File: src/hdl/alpha_blend_region_defines.svh
// ----------------------------------------------------------------------------
// alpha_blend_region_defines
// Assertion macros shared by the alpha blend region block.
// ----------------------------------------------------------------------------
`ifndef ALPHA_BLEND_REGION_DEFINES_SVH
`define ALPHA_BLEND_REGION_DEFINES_SVH

// Same-cycle implication, checked at every rising edge outside reset.
`define ABR_ASSERT_IMP(label, clk, rst_n, ante, cons, msg) \
  label: assert property (@(posedge clk) disable iff (!(rst_n)) (ante) |-> (cons)) \
    else $error(msg);

// Next-cycle implication, checked at every rising edge outside reset.
`define ABR_ASSERT_NXT(label, clk, rst_n, ante, cons, msg) \
  label: assert property (@(posedge clk) disable iff (!(rst_n)) (ante) |=> (cons)) \
    else $error(msg);

`endif

File: src/hdl/abr_pkg.sv
// ----------------------------------------------------------------------------
// abr_pkg
// Types and constants of the alpha blend region pixel engine.
// ----------------------------------------------------------------------------
`timescale 1ns / 1ps

package abr_pkg;

  // Configuration register indexes
  typedef enum logic [3:0] {
    CFG_SHAPE    = 4'd0,
    CFG_ORIGIN_X = 4'd1,
    CFG_ORIGIN_Y = 4'd2,
    CFG_EXTENT_W = 4'd3,
    CFG_EXTENT_H = 4'd4,
    CFG_RADIUS   = 4'd5,
    CFG_FILL     = 4'd6,
    CFG_ALPHA    = 4'd7
  } cfg_idx_e;

  typedef enum logic {
    SHAPE_RECT = 1'b0,
    SHAPE_DISC = 1'b1
  } shape_e;

  localparam int unsigned CfgIdxW  = 4;
  localparam int unsigned CfgDataW = 24;
  localparam int unsigned CoordW   = 12;
  localparam int unsigned PixelW   = 32;

  localparam logic [7:0]  Opaque      = 8'hFF;
  localparam logic [7:0]  MixMax      = 8'd255;
  localparam logic [15:0] MixRound    = 16'd127;
  // x / 255 == (x * DivRecip) >> DivShift for every x below 2^16
  localparam logic [15:0] DivRecip    = 16'd32897;
  localparam int unsigned DivShift    = 23;

  typedef struct packed {
    shape_e              shape;
    logic signed [13:0]  origin_x;
    logic signed [13:0]  origin_y;
    logic [12:0]         extent_w;
    logic [12:0]         extent_h;
    logic [11:0]         radius;
    logic [23:0]         fill_color;
    logic [7:0]          alpha;
  } cfg_t;

  // Load enables of the three pipeline stages
  typedef struct packed {
    logic s1;
    logic s2;
    logic s3;
  } stage_en_t;

  typedef struct packed {
    logic [2:0] vld;
  } pipe_stat_t;

endpackage

File: src/hdl/abr_stream_if.sv
// ----------------------------------------------------------------------------
// abr_stream_if
// Valid/ready channels of the pixel engine: canvas pixels in, results out.
// ----------------------------------------------------------------------------
`timescale 1ns / 1ps

interface abr_in_if;
  logic        valid;
  logic        ready;
  logic [11:0] pix_x;
  logic [11:0] pix_y;
  logic [31:0] old_pixel;

  modport source (output valid, output pix_x, output pix_y, output old_pixel, input ready);
  modport sink   (input valid, input pix_x, input pix_y, input old_pixel, output ready);
endinterface

interface abr_out_if;
  logic        valid;
  logic        ready;
  logic [31:0] new_pixel;
  logic        covered;

  modport source (output valid, output new_pixel, output covered, input ready);
  modport sink   (input valid, input new_pixel, input covered, output ready);
endinterface

File: src/hdl/abr_pipe_ctrl.sv
// ----------------------------------------------------------------------------
// abr_pipe_ctrl
// Valid bits and stage enables of the three-stage pixel pipeline.
// ----------------------------------------------------------------------------
`timescale 1ns / 1ps

module abr_pipe_ctrl import abr_pkg::*; (
  input  logic       clk_i,
  input  logic       rst_ni,
  input  logic       in_valid_i,
  output logic       in_ready_o,
  output logic       out_valid_o,
  input  logic       out_ready_i,
  output stage_en_t  en_o,
  output pipe_stat_t stat_o
);

  logic v1_q, v2_q, v3_q;
  logic rdy1, rdy2, rdy3;

  // a stage loads when it is empty or its content moves on
  assign rdy3 = !v3_q || out_ready_i;
  assign rdy2 = !v2_q || rdy3;
  assign rdy1 = !v1_q || rdy2;

  always_ff @(posedge clk_i or negedge rst_ni) begin
    if (!rst_ni) begin
      v1_q <= 1'b0;
      v2_q <= 1'b0;
      v3_q <= 1'b0;
    end else begin
      if (rdy1) v1_q <= in_valid_i;
      if (rdy2) v2_q <= v1_q;
      if (rdy3) v3_q <= v2_q;
    end
  end

  assign in_ready_o  = rdy1;
  assign out_valid_o = v3_q;
  assign en_o        = '{s1: rdy1, s2: rdy2, s3: rdy3};
  assign stat_o.vld  = {v3_q, v2_q, v1_q};

endmodule

File: src/hdl/abr_region.sv
// ----------------------------------------------------------------------------
// abr_region
// Region test: offsets and rectangle compare, then squares, then disc compare.
// ----------------------------------------------------------------------------
`timescale 1ns / 1ps

module abr_region import abr_pkg::*; #(
  parameter int unsigned CANVAS_WIDTH  = 4096,
  parameter int unsigned CANVAS_HEIGHT = 4096
) (
  input  logic             clk_i,
  input  stage_en_t        en_i,
  input  cfg_t             cfg_i,
  input  logic [CoordW-1:0] pix_x_i,
  input  logic [CoordW-1:0] pix_y_i,
  output logic             hit_o
);

  localparam logic [13:0] CanvasW = 14'(CANVAS_WIDTH);
  localparam logic [13:0] CanvasH = 14'(CANVAS_HEIGHT);

  logic signed [14:0] dx, dy;
  logic [13:0]        dxa, dya;
  logic               on_canvas, in_rect;

  logic [13:0] dxa_q, dya_q;
  logic        on_q, rect_q, disc_q;
  logic [27:0] xsq_q, ysq_q;
  logic [23:0] rsq_q;
  logic        on2_q, rect2_q, disc2_q;
  logic [28:0] dsq;

  // stage 1: offsets from the origin, rectangle and canvas compares
  assign dx  = $signed({3'b000, pix_x_i}) - $signed({cfg_i.origin_x[13], cfg_i.origin_x});
  assign dy  = $signed({3'b000, pix_y_i}) - $signed({cfg_i.origin_y[13], cfg_i.origin_y});
  assign dxa = dx[14] ? 14'(-dx) : dx[13:0];
  assign dya = dy[14] ? 14'(-dy) : dy[13:0];

  assign on_canvas = ({2'b00, pix_x_i} < CanvasW) && ({2'b00, pix_y_i} < CanvasH);
  assign in_rect   = !dx[14] && (dx[13:0] < {1'b0, cfg_i.extent_w})
                  && !dy[14] && (dy[13:0] < {1'b0, cfg_i.extent_h});

  always_ff @(posedge clk_i) begin
    if (en_i.s1) begin
      dxa_q  <= dxa;
      dya_q  <= dya;
      on_q   <= on_canvas;
      rect_q <= on_canvas && in_rect;
      disc_q <= (cfg_i.shape == SHAPE_DISC);
    end
  end

  // stage 2: squared distances and squared radius
  always_ff @(posedge clk_i) begin
    if (en_i.s2) begin
      xsq_q   <= dxa_q * dxa_q;
      ysq_q   <= dya_q * dya_q;
      rsq_q   <= cfg_i.radius * cfg_i.radius;
      on2_q   <= on_q;
      rect2_q <= rect_q;
      disc2_q <= disc_q;
    end
  end

  // into stage 3: disc compare and shape select
  assign dsq   = {1'b0, xsq_q} + {1'b0, ysq_q};
  assign hit_o = disc2_q ? (on2_q && (dsq <= {5'b00000, rsq_q})) : rect2_q;

endmodule

File: src/hdl/abr_blend.sv
// ----------------------------------------------------------------------------
// abr_blend
// Color path: per-channel weighted sum, divide by 255, result register.
// ----------------------------------------------------------------------------
`timescale 1ns / 1ps

module abr_blend import abr_pkg::*; (
  input  logic              clk_i,
  input  stage_en_t         en_i,
  input  cfg_t              cfg_i,
  input  logic [PixelW-1:0] old_pixel_i,
  input  logic              hit_i,
  output logic [PixelW-1:0] new_pixel_o,
  output logic              covered_o
);

  logic [PixelW-1:0] old1_q, old2_q;
  logic [15:0]       mix_q [3];
  logic [7:0]        quo   [3];
  logic [7:0]        inv_alpha;
  logic [PixelW-1:0] new_pixel_q;
  logic              covered_q;

  assign inv_alpha = MixMax - cfg_i.alpha;

  always_ff @(posedge clk_i) begin
    if (en_i.s1) old1_q <= old_pixel_i;
    if (en_i.s2) old2_q <= old1_q;
  end

  // channel 0 is blue, 2 is red
  for (genvar c = 0; c < 3; c++) begin : g_chan
    logic [31:0] prod;

    always_ff @(posedge clk_i) begin
      if (en_i.s2) begin
        mix_q[c] <= {8'h00, old1_q[c*8 +: 8]} * {8'h00, inv_alpha}
                  + {8'h00, cfg_i.fill_color[c*8 +: 8]} * {8'h00, cfg_i.alpha}
                  + MixRound;
      end
    end

    assign prod   = {16'h0000, mix_q[c]} * {16'h0000, DivRecip};
    assign quo[c] = prod[DivShift +: 8];
  end

  always_ff @(posedge clk_i) begin
    if (en_i.s3) begin
      new_pixel_q <= hit_i ? {Opaque, quo[2], quo[1], quo[0]} : old2_q;
      covered_q   <= hit_i;
    end
  end

  assign new_pixel_o = new_pixel_q;
  assign covered_o   = covered_q;

endmodule

File: src/hdl/alpha_blend_region.sv
// ----------------------------------------------------------------------------
// alpha_blend_region
// Streaming region alpha blend over RGB888 canvas pixels.
// ----------------------------------------------------------------------------
//  channel   | dir | payload                         | handshake
//  px_in_i   | in  | pix_x, pix_y, old_pixel         | valid / ready
//  px_out_o  | out | new_pixel, covered              | valid / ready
//  cfg       | in  | cfg_idx_i, cfg_wdata_i          | cfg_we_i, no back-pressure
//
//  One pixel per cycle is taken while ready is high; each result passes
//  through the three register stages (offsets, multipliers, divide-by-255
//  and result register) before it is offered on the output.
//  Reset clears the valid bits and all configuration registers to zero.
//  A stalled output holds its result; upstream stages keep filling bubbles
//  and ready drops only when all three stages hold pixels.
// ----------------------------------------------------------------------------
`timescale 1ns / 1ps
`include "alpha_blend_region_defines.svh"

module alpha_blend_region import abr_pkg::*; #(
  parameter int unsigned CANVAS_WIDTH  = 4096,
  parameter int unsigned CANVAS_HEIGHT = 4096
) (
  input  logic                clk_i,
  input  logic                rst_ni,
  abr_in_if.sink              px_in_i,
  abr_out_if.source           px_out_o,
  input  logic                cfg_we_i,
  input  logic [CfgIdxW-1:0]  cfg_idx_i,
  input  logic [CfgDataW-1:0] cfg_wdata_i
);

  cfg_t       cfg_q, cfg_d;
  stage_en_t  stage_en;
  pipe_stat_t pipe_stat;
  logic       region_hit;
  logic       in_xfer, out_xfer;

  // --------------------------------------------------------------------------
  // Configuration registers: decode the index, drop writes beyond the list
  // --------------------------------------------------------------------------
  always_comb begin
    cfg_d = cfg_q;
    if (cfg_we_i) begin
      unique case (cfg_idx_i)
        CFG_SHAPE:    cfg_d.shape      = shape_e'(cfg_wdata_i[0]);
        CFG_ORIGIN_X: cfg_d.origin_x   = $signed(cfg_wdata_i[13:0]);
        CFG_ORIGIN_Y: cfg_d.origin_y   = $signed(cfg_wdata_i[13:0]);
        CFG_EXTENT_W: cfg_d.extent_w   = cfg_wdata_i[12:0];
        CFG_EXTENT_H: cfg_d.extent_h   = cfg_wdata_i[12:0];
        CFG_RADIUS:   cfg_d.radius     = cfg_wdata_i[11:0];
        CFG_FILL:     cfg_d.fill_color = cfg_wdata_i[23:0];
        CFG_ALPHA:    cfg_d.alpha      = cfg_wdata_i[7:0];
        default:      cfg_d            = cfg_q;
      endcase
    end
  end

  always_ff @(posedge clk_i or negedge rst_ni) begin
    if (!rst_ni) begin
      cfg_q <= '0;
    end else begin
      cfg_q <= cfg_d;
    end
  end

  // --------------------------------------------------------------------------
  // Pipeline control: valid bits travel alongside the datapath stages
  // --------------------------------------------------------------------------
  abr_pipe_ctrl u_ctrl (
    .clk_i       (clk_i),
    .rst_ni      (rst_ni),
    .in_valid_i  (px_in_i.valid),
    .in_ready_o  (px_in_i.ready),
    .out_valid_o (px_out_o.valid),
    .out_ready_i (px_out_o.ready),
    .en_o        (stage_en),
    .stat_o      (pipe_stat)
  );

  // --------------------------------------------------------------------------
  // Region test: rectangle or disc, clipped to the canvas
  // --------------------------------------------------------------------------
  abr_region #(
    .CANVAS_WIDTH  (CANVAS_WIDTH),
    .CANVAS_HEIGHT (CANVAS_HEIGHT)
  ) u_region (
    .clk_i   (clk_i),
    .en_i    (stage_en),
    .cfg_i   (cfg_q),
    .pix_x_i (px_in_i.pix_x),
    .pix_y_i (px_in_i.pix_y),
    .hit_o   (region_hit)
  );

  // --------------------------------------------------------------------------
  // Color blend and output register
  // --------------------------------------------------------------------------
  abr_blend u_blend (
    .clk_i       (clk_i),
    .en_i        (stage_en),
    .cfg_i       (cfg_q),
    .old_pixel_i (px_in_i.old_pixel),
    .hit_i       (region_hit),
    .new_pixel_o (px_out_o.new_pixel),
    .covered_o   (px_out_o.covered)
  );

  // --------------------------------------------------------------------------
  // Assertions
  // --------------------------------------------------------------------------
  assign in_xfer  = px_in_i.valid && px_in_i.ready;
  assign out_xfer = px_out_o.valid && px_out_o.ready;

  // a blended pixel always leaves opaque
  `ABR_ASSERT_IMP(a_covered_opaque, clk_i, rst_ni, px_out_o.valid && px_out_o.covered, px_out_o.new_pixel[31:24] == Opaque, "covered pixel not opaque")
  // without a transfer on either side no pixel appears or vanishes
  `ABR_ASSERT_NXT(a_count_held, clk_i, rst_ni, !in_xfer && !out_xfer, $countones(pipe_stat.vld) == $past($countones(pipe_stat.vld)), "pixel count changed")
  // a full pipeline with a stalled output takes nothing new
  `ABR_ASSERT_IMP(a_full_stall, clk_i, rst_ni, (pipe_stat.vld == 3'b111) && !px_out_o.ready, !px_in_i.ready, "input taken while full and stalled")

endmodule

File: src/flat_wrapper.sv
// flat-port wrapper written by rule: the top's interface ports become plain ports
module alpha_blend_region_flat import abr_pkg::*;
#(
  parameter int unsigned CANVAS_WIDTH  = 4096,
  parameter int unsigned CANVAS_HEIGHT = 4096
)
  (clk_i, rst_ni, cfg_we_i, cfg_idx_i, cfg_wdata_i, px_in_i_valid, px_in_i_pix_x, px_in_i_pix_y, px_in_i_old_pixel, px_in_i_ready, px_out_o_valid, px_out_o_new_pixel, px_out_o_covered, px_out_o_ready);
  abr_in_if px_in_i_i ();
  abr_out_if px_out_o_i ();
  input  logic clk_i;
  input  logic rst_ni;
  input  logic cfg_we_i;
  input  logic [CfgIdxW-1:0] cfg_idx_i;
  input  logic [CfgDataW-1:0] cfg_wdata_i;
  input wire logic [$bits(px_in_i_i.valid)-1:0] px_in_i_valid;
  input wire logic [$bits(px_in_i_i.pix_x)-1:0] px_in_i_pix_x;
  input wire logic [$bits(px_in_i_i.pix_y)-1:0] px_in_i_pix_y;
  input wire logic [$bits(px_in_i_i.old_pixel)-1:0] px_in_i_old_pixel;
  output wire logic [$bits(px_in_i_i.ready)-1:0] px_in_i_ready;
  output wire logic [$bits(px_out_o_i.valid)-1:0] px_out_o_valid;
  output wire logic [$bits(px_out_o_i.new_pixel)-1:0] px_out_o_new_pixel;
  output wire logic [$bits(px_out_o_i.covered)-1:0] px_out_o_covered;
  input wire logic [$bits(px_out_o_i.ready)-1:0] px_out_o_ready;
  assign px_in_i_i.valid = px_in_i_valid;
  assign px_in_i_i.pix_x = px_in_i_pix_x;
  assign px_in_i_i.pix_y = px_in_i_pix_y;
  assign px_in_i_i.old_pixel = px_in_i_old_pixel;
  assign px_in_i_ready = px_in_i_i.ready;
  assign px_out_o_valid = px_out_o_i.valid;
  assign px_out_o_new_pixel = px_out_o_i.new_pixel;
  assign px_out_o_covered = px_out_o_i.covered;
  assign px_out_o_i.ready = px_out_o_ready;
  alpha_blend_region #(.CANVAS_WIDTH(CANVAS_WIDTH), .CANVAS_HEIGHT(CANVAS_HEIGHT)) u_core (.clk_i(clk_i), .rst_ni(rst_ni), .px_in_i(px_in_i_i), .px_out_o(px_out_o_i), .cfg_we_i(cfg_we_i), .cfg_idx_i(cfg_idx_i), .cfg_wdata_i(cfg_wdata_i));
endmodule
File: config.mk
export PLATFORM = sky130hd
export DESIGN_NAME = alpha_blend_region_flat
export DESIGN_NICKNAME = d
export VERILOG_FILES = /design/src/hdl/abr_pkg.sv /design/src/hdl/abr_stream_if.sv /design/src/hdl/abr_pipe_ctrl.sv /design/src/hdl/abr_region.sv /design/src/hdl/abr_blend.sv /design/src/hdl/alpha_blend_region.sv /design/src/flat_wrapper.sv
export VERILOG_INCLUDE_DIRS = /design/src /design/src/hdl
export SDC_FILE = /design/constraint.sdc
export NUM_CORES = 2
export LEC_CHECK = 0
export ABC_AREA = 1
export BUFFER_PORTS_ARGS = -buffer_cell sky130_fd_sc_hd__buf_4
export CAP_MARGIN = 0
export CORE_ASPECT_RATIO = 1.1
export CORE_MARGIN = 4
export CORE_UTILIZATION = 44
export CTS_CLUSTER_SIZE = 20
export DETAILED_ROUTE_END_ITERATION = 6
export PLACE_DENSITY = 0.62
export SETUP_SLACK_MARGIN = 0.02
export SLEW_MARGIN = 20
export SYNTH_ARGS = -nofsm -noshare
export SYNTH_HDL_FRONTEND = slang
export SYNTH_SLANG_ARGS = --single-unit
File: constraint.sdc
create_clock -name clk_i -period 5.8 [get_ports clk_i]
set_clock_uncertainty 0.05 [all_clocks]
set_input_delay 1.16 -clock clk_i [delete_from_list [all_inputs] [get_ports clk_i]]
set_output_delay 1.16 -clock clk_i [all_outputs]
set_load 0.1 [all_outputs]
==> reports/qor.yml <==
outcome:
  status: "finished clean"
timing:
  fin_crit_ps: 5570
  worst_pin_slew_ps: 955
  finalMaxSlewViolations: 0
  setup_viol: 0
  fmax_mhz: 180
  setup_tns_ps: 0
  slew_headroom_pct: 36.4
  finalHoldViolCount: 0
  rsz0062_at_grt: "true"
  setup_ws_ps: 234
  fin_crit_sh_pct: 96.0
setup_path:
  path_common_cell: "fa_1"
  r2r-end: "u_core.u_region.ysq_q[25]$_DFFE_PP_"
  reg2reg_setup_slack_ps: 230
  reg2reg_from: "u_core.u_region.dya_q[3]$_DFFE_PP_"
  crit_fanout: 8
  endpoint_kind: "flop"
  max_stage_delay_ps: 540
  crit_type: "flop to flop"
  crit_required_ps: 6100
  worst_path_max_delay_cell: "edfxtp_1"
  rr_worst_depth: 19
  worst_setup_path_start_kind: "flop"
  arrival_ps: 5860
  cp_cell_sequence: "nand2_1, inv_1, fa_1, inv_1, fa_1, inv_1, fa_1, fa_1, fa_1, inv_1, fa_1, inv_1, ha_1, nand2_1, o21ai_0, o21ai_0, nand3_2, a21oi_1, xor2_1"
floorplan:
  die-area_um2: 117000
  io_pins: 124
  rows: 128
  die_x_um: 327
  fp.dieH_um: 359
  core-area_um2: 111000
  initial_core_util_pct: 44.4
placed_design:
  dpl.hpwl_um: 103000
  preCtsSetupSlack_ps: -76.0
  placed_cells: 7408
  placed_cell_area_um2: 53000
  gp_congestion: 0.898
  io_buffer_count: 123
hold_path:
  hold_path.class: "flop to flop"
  min-delay-start: "u_core.u_region.rect_q$_DFFE_PP_"
  min_to: "u_core.u_region.rect2_q$_DFFE_PP_"
  worstHoldPathCells: 0
logic_synthesis:
  yosys_warnings: 0
  ys_seq_area_share_pct: 20.7
  ys_seq_elements: 356
  yosys.area.top_type_share_pct: 25.0
  synthDistinctLibCells: 58
  synth_cells: 5725
  synth_edf_count: 254
  postSynthAreaPerCell_um2: 8.59
  synth_top_area_cell: "fa_1"
  ys_top_cells_by_area: "fa_1, ha_1, edfxtp_1, inv_1, nand2_1"
  async_flop_share_pct: 28.7
  synthFlopType: "edfxtp_1"
  synth_area_um2: 49200
  syn_nets: 7131
cells_and_area:
  stdcell_count: 7535
  drive_above_1_share_pct: 9.54
  nets: 7406
  design_area_um2: 55200
  area_growth_pct: 12.2
route:
  viasPerCell: 4.94
  drt-initial-drc-count: 2003
  wl_um: 124000
  wl_per_cell_um: 16.4
  drc_errors: 0
  antenna_left: 0
  drtPass1Iterations: 7
  vias: 37241
clocking:
  clk_latency_ps: 640
  numCtsBuffers: 45
  cts.hold.buffers_added: 0
  cts_tree: "built"
  clkTransAtPathRegs_ps: 60
  ctsLongestPathBuffers: 3
  cts_root_buf: "clkbuf_16"
  cts_sinks: 356
  htreeDepth: 2
global_routing:
  grt_max_degree: 62
  grt_pass1_wl_um: 199000
  antenna_found_initial: 11
  grt_pass1_vias: 38766
  grtUsageTotal_pct: 21.3
  grt_overflow: 0
run:
  maxCapViolCount: 0
==> layout make-up <==
cell class,count,area (µm²)
well taps,1495,1870
inverters,1423,5350
fillers,10617,55600
flip-flops and latches,356,10200
multi-input cells,3811,33400
clock inverters,19,168
diodes,5,12.5
clock buffers,63,1270
repair buffers,363,2890
==> synth_stat cells (all sizes together), types with 2 or more instances <==
master	n
o211ai	5
a21o	14
xor2	159
nor4	10
o21ai	181
edfxtp	254
dfrtp	102
clkbuf	115
inv	1420
or2	11
nand3	167
buf	20
a21boi	6
clkinv	3
nor3	34
a31oi	10
o22ai	2
a21oi	241
nor2	306
xnor2	62
nand4	36
o21a	8
a211oi	5
nand3b	4
nand2	1186
mux2	10
and2	4
ha	702
o21bai	21
fa	615
o31ai	4
==> through the flow <==
step                utilization [%]  hold WS (ps)
floorplan                         -           350
finish                         49.8           358
global placement               47.8           353
detailed placement             47.8           356
CTS                            49.1           368
global route                   49.8           374
==> how the worst max path moves through the flow <==
stage                                             startpoint  slack [ps]                                     to
after floorplan                  u_core.cfg_q[1]$_DFFE_PN0P_          20  u_core.u_blend.mix_q[0][15]$_DFFE_PP_
after global placement           u_core.cfg_q[0]$_DFFE_PN0P_         -30  u_core.u_blend.mix_q[0][29]$_DFFE_PP_
after detailed placement         u_core.cfg_q[0]$_DFFE_PN0P_         -80  u_core.u_blend.mix_q[0][15]$_DFFE_PP_
after CTS                 u_core.u_region.dxa_q[2]$_DFFE_PP_          20    u_core.u_region.xsq_q[27]$_DFFE_PP_
after global routing      u_core.u_region.dya_q[7]$_DFFE_PP_          -7    u_core.u_region.ysq_q[25]$_DFFE_PP_
final                     u_core.u_region.dya_q[3]$_DFFE_PP_         230    u_core.u_region.ysq_q[25]$_DFFE_PP_
==> flip-flops by register name, indices dropped and copies added (netlist names) <==
signal / flops
u_core.u_blend.covered_o: 1
u_core.u_region.rect_q: 1
u_core.u_region.disc_q: 1
u_core.u_region.rsq_q: 23
u_core.u_region.dxa_q: 14
u_core.cfg_q: 99
u_core.u_region.ysq_q: 27
u_core.u_region.xsq_q: 27
u_core.u_ctrl.out_valid_o: 1
u_core.u_ctrl.v2_q: 1
u_core.u_blend.old2_q: 32
u_core.u_ctrl.v1_q: 1
u_core.u_blend.mix_q: 48
u_core.u_blend.new_pixel_o: 32
u_core.u_region.disc2_q: 1
u_core.u_region.rect2_q: 1
u_core.u_region.dya_q: 14
u_core.u_blend.old1_q: 32
==> worst max-delay path, delay by kind of cell (launching register included) <==
kind / cells / cell delay, ps
adders and majority gates: 7 / 3320
AOI/OAI and AO/OA: 3 / 550
DFF: 1 / 540
and+or+nand+nor: 3 / 450
buffers and inverters: 5 / 280
xor gates and xnor gates: 1 / 90
==> routing by layer <==
metal  global-route usage (%)  routed length, µm
met2                     39.1              63200
met1                     25.2              49300
met5                        0                 72
met3                     3.77               6510
met4                     7.51               4450
==> placed cells by master, fill, tap and decap left out, types with 19 or more instances in the layout <==
cell type / netlist / layout
nand3_2: 17 / 23
xnor2_1: 61 / 60
o21bai_1: 21 / 21
edfxtp_1: 254 / 254
fa_1: 615 / 611
a21oi_1: 239 / 223
nor3_1: 32 / 31
nand2_2: 13 / 19
dfrtp_1: 102 / 95
nand2_1: 1172 / 1165
nand3_1: 150 / 144
buf_4: 1 / 347
ha_1: 702 / 691
o21ai_0: 173 / 161
xor2_1: 157 / 155
clkbuf_16: 0 / 49
nand4_1: 36 / 36
inv_1: 1419 / 1414
nor2_1: 296 / 293
==> kinds of logic (layout without fill, tap and decap cells) <==
| group | after synthesis | count (layout) | synth area share [%] |
|---|---|---|---|
| other | 0 | 5 | 0 |
| adders and majority gates | 1317 | 1317 | 42.9 |
| buffers and inverters | 1558 | 1868 | 12.0 |
| muxes | 10 | 10 | 0.229 |
| DFF | 356 | 356 | 20.7 |
| and+or+nand+nor | 1759 | 1759 | 14.6 |
| AOI/OAI and AO/OA | 504 | 504 | 5.57 |
| xor gates and xnor gates | 221 | 221 | 3.98 |
==> what timing repair did <==
action / CTS / global route
setup buffers: 0 / 38
hold endpoints to repair: 0 / 0
pin swaps: 0 / 29
resized for setup: 2 / 95
endpoints found under the setup margin: 5 / 39
cloned: 0 / 2
Power is not shown: default switching activity piles up to over one toggle a cycle in this logic, so the estimate is an artifact.
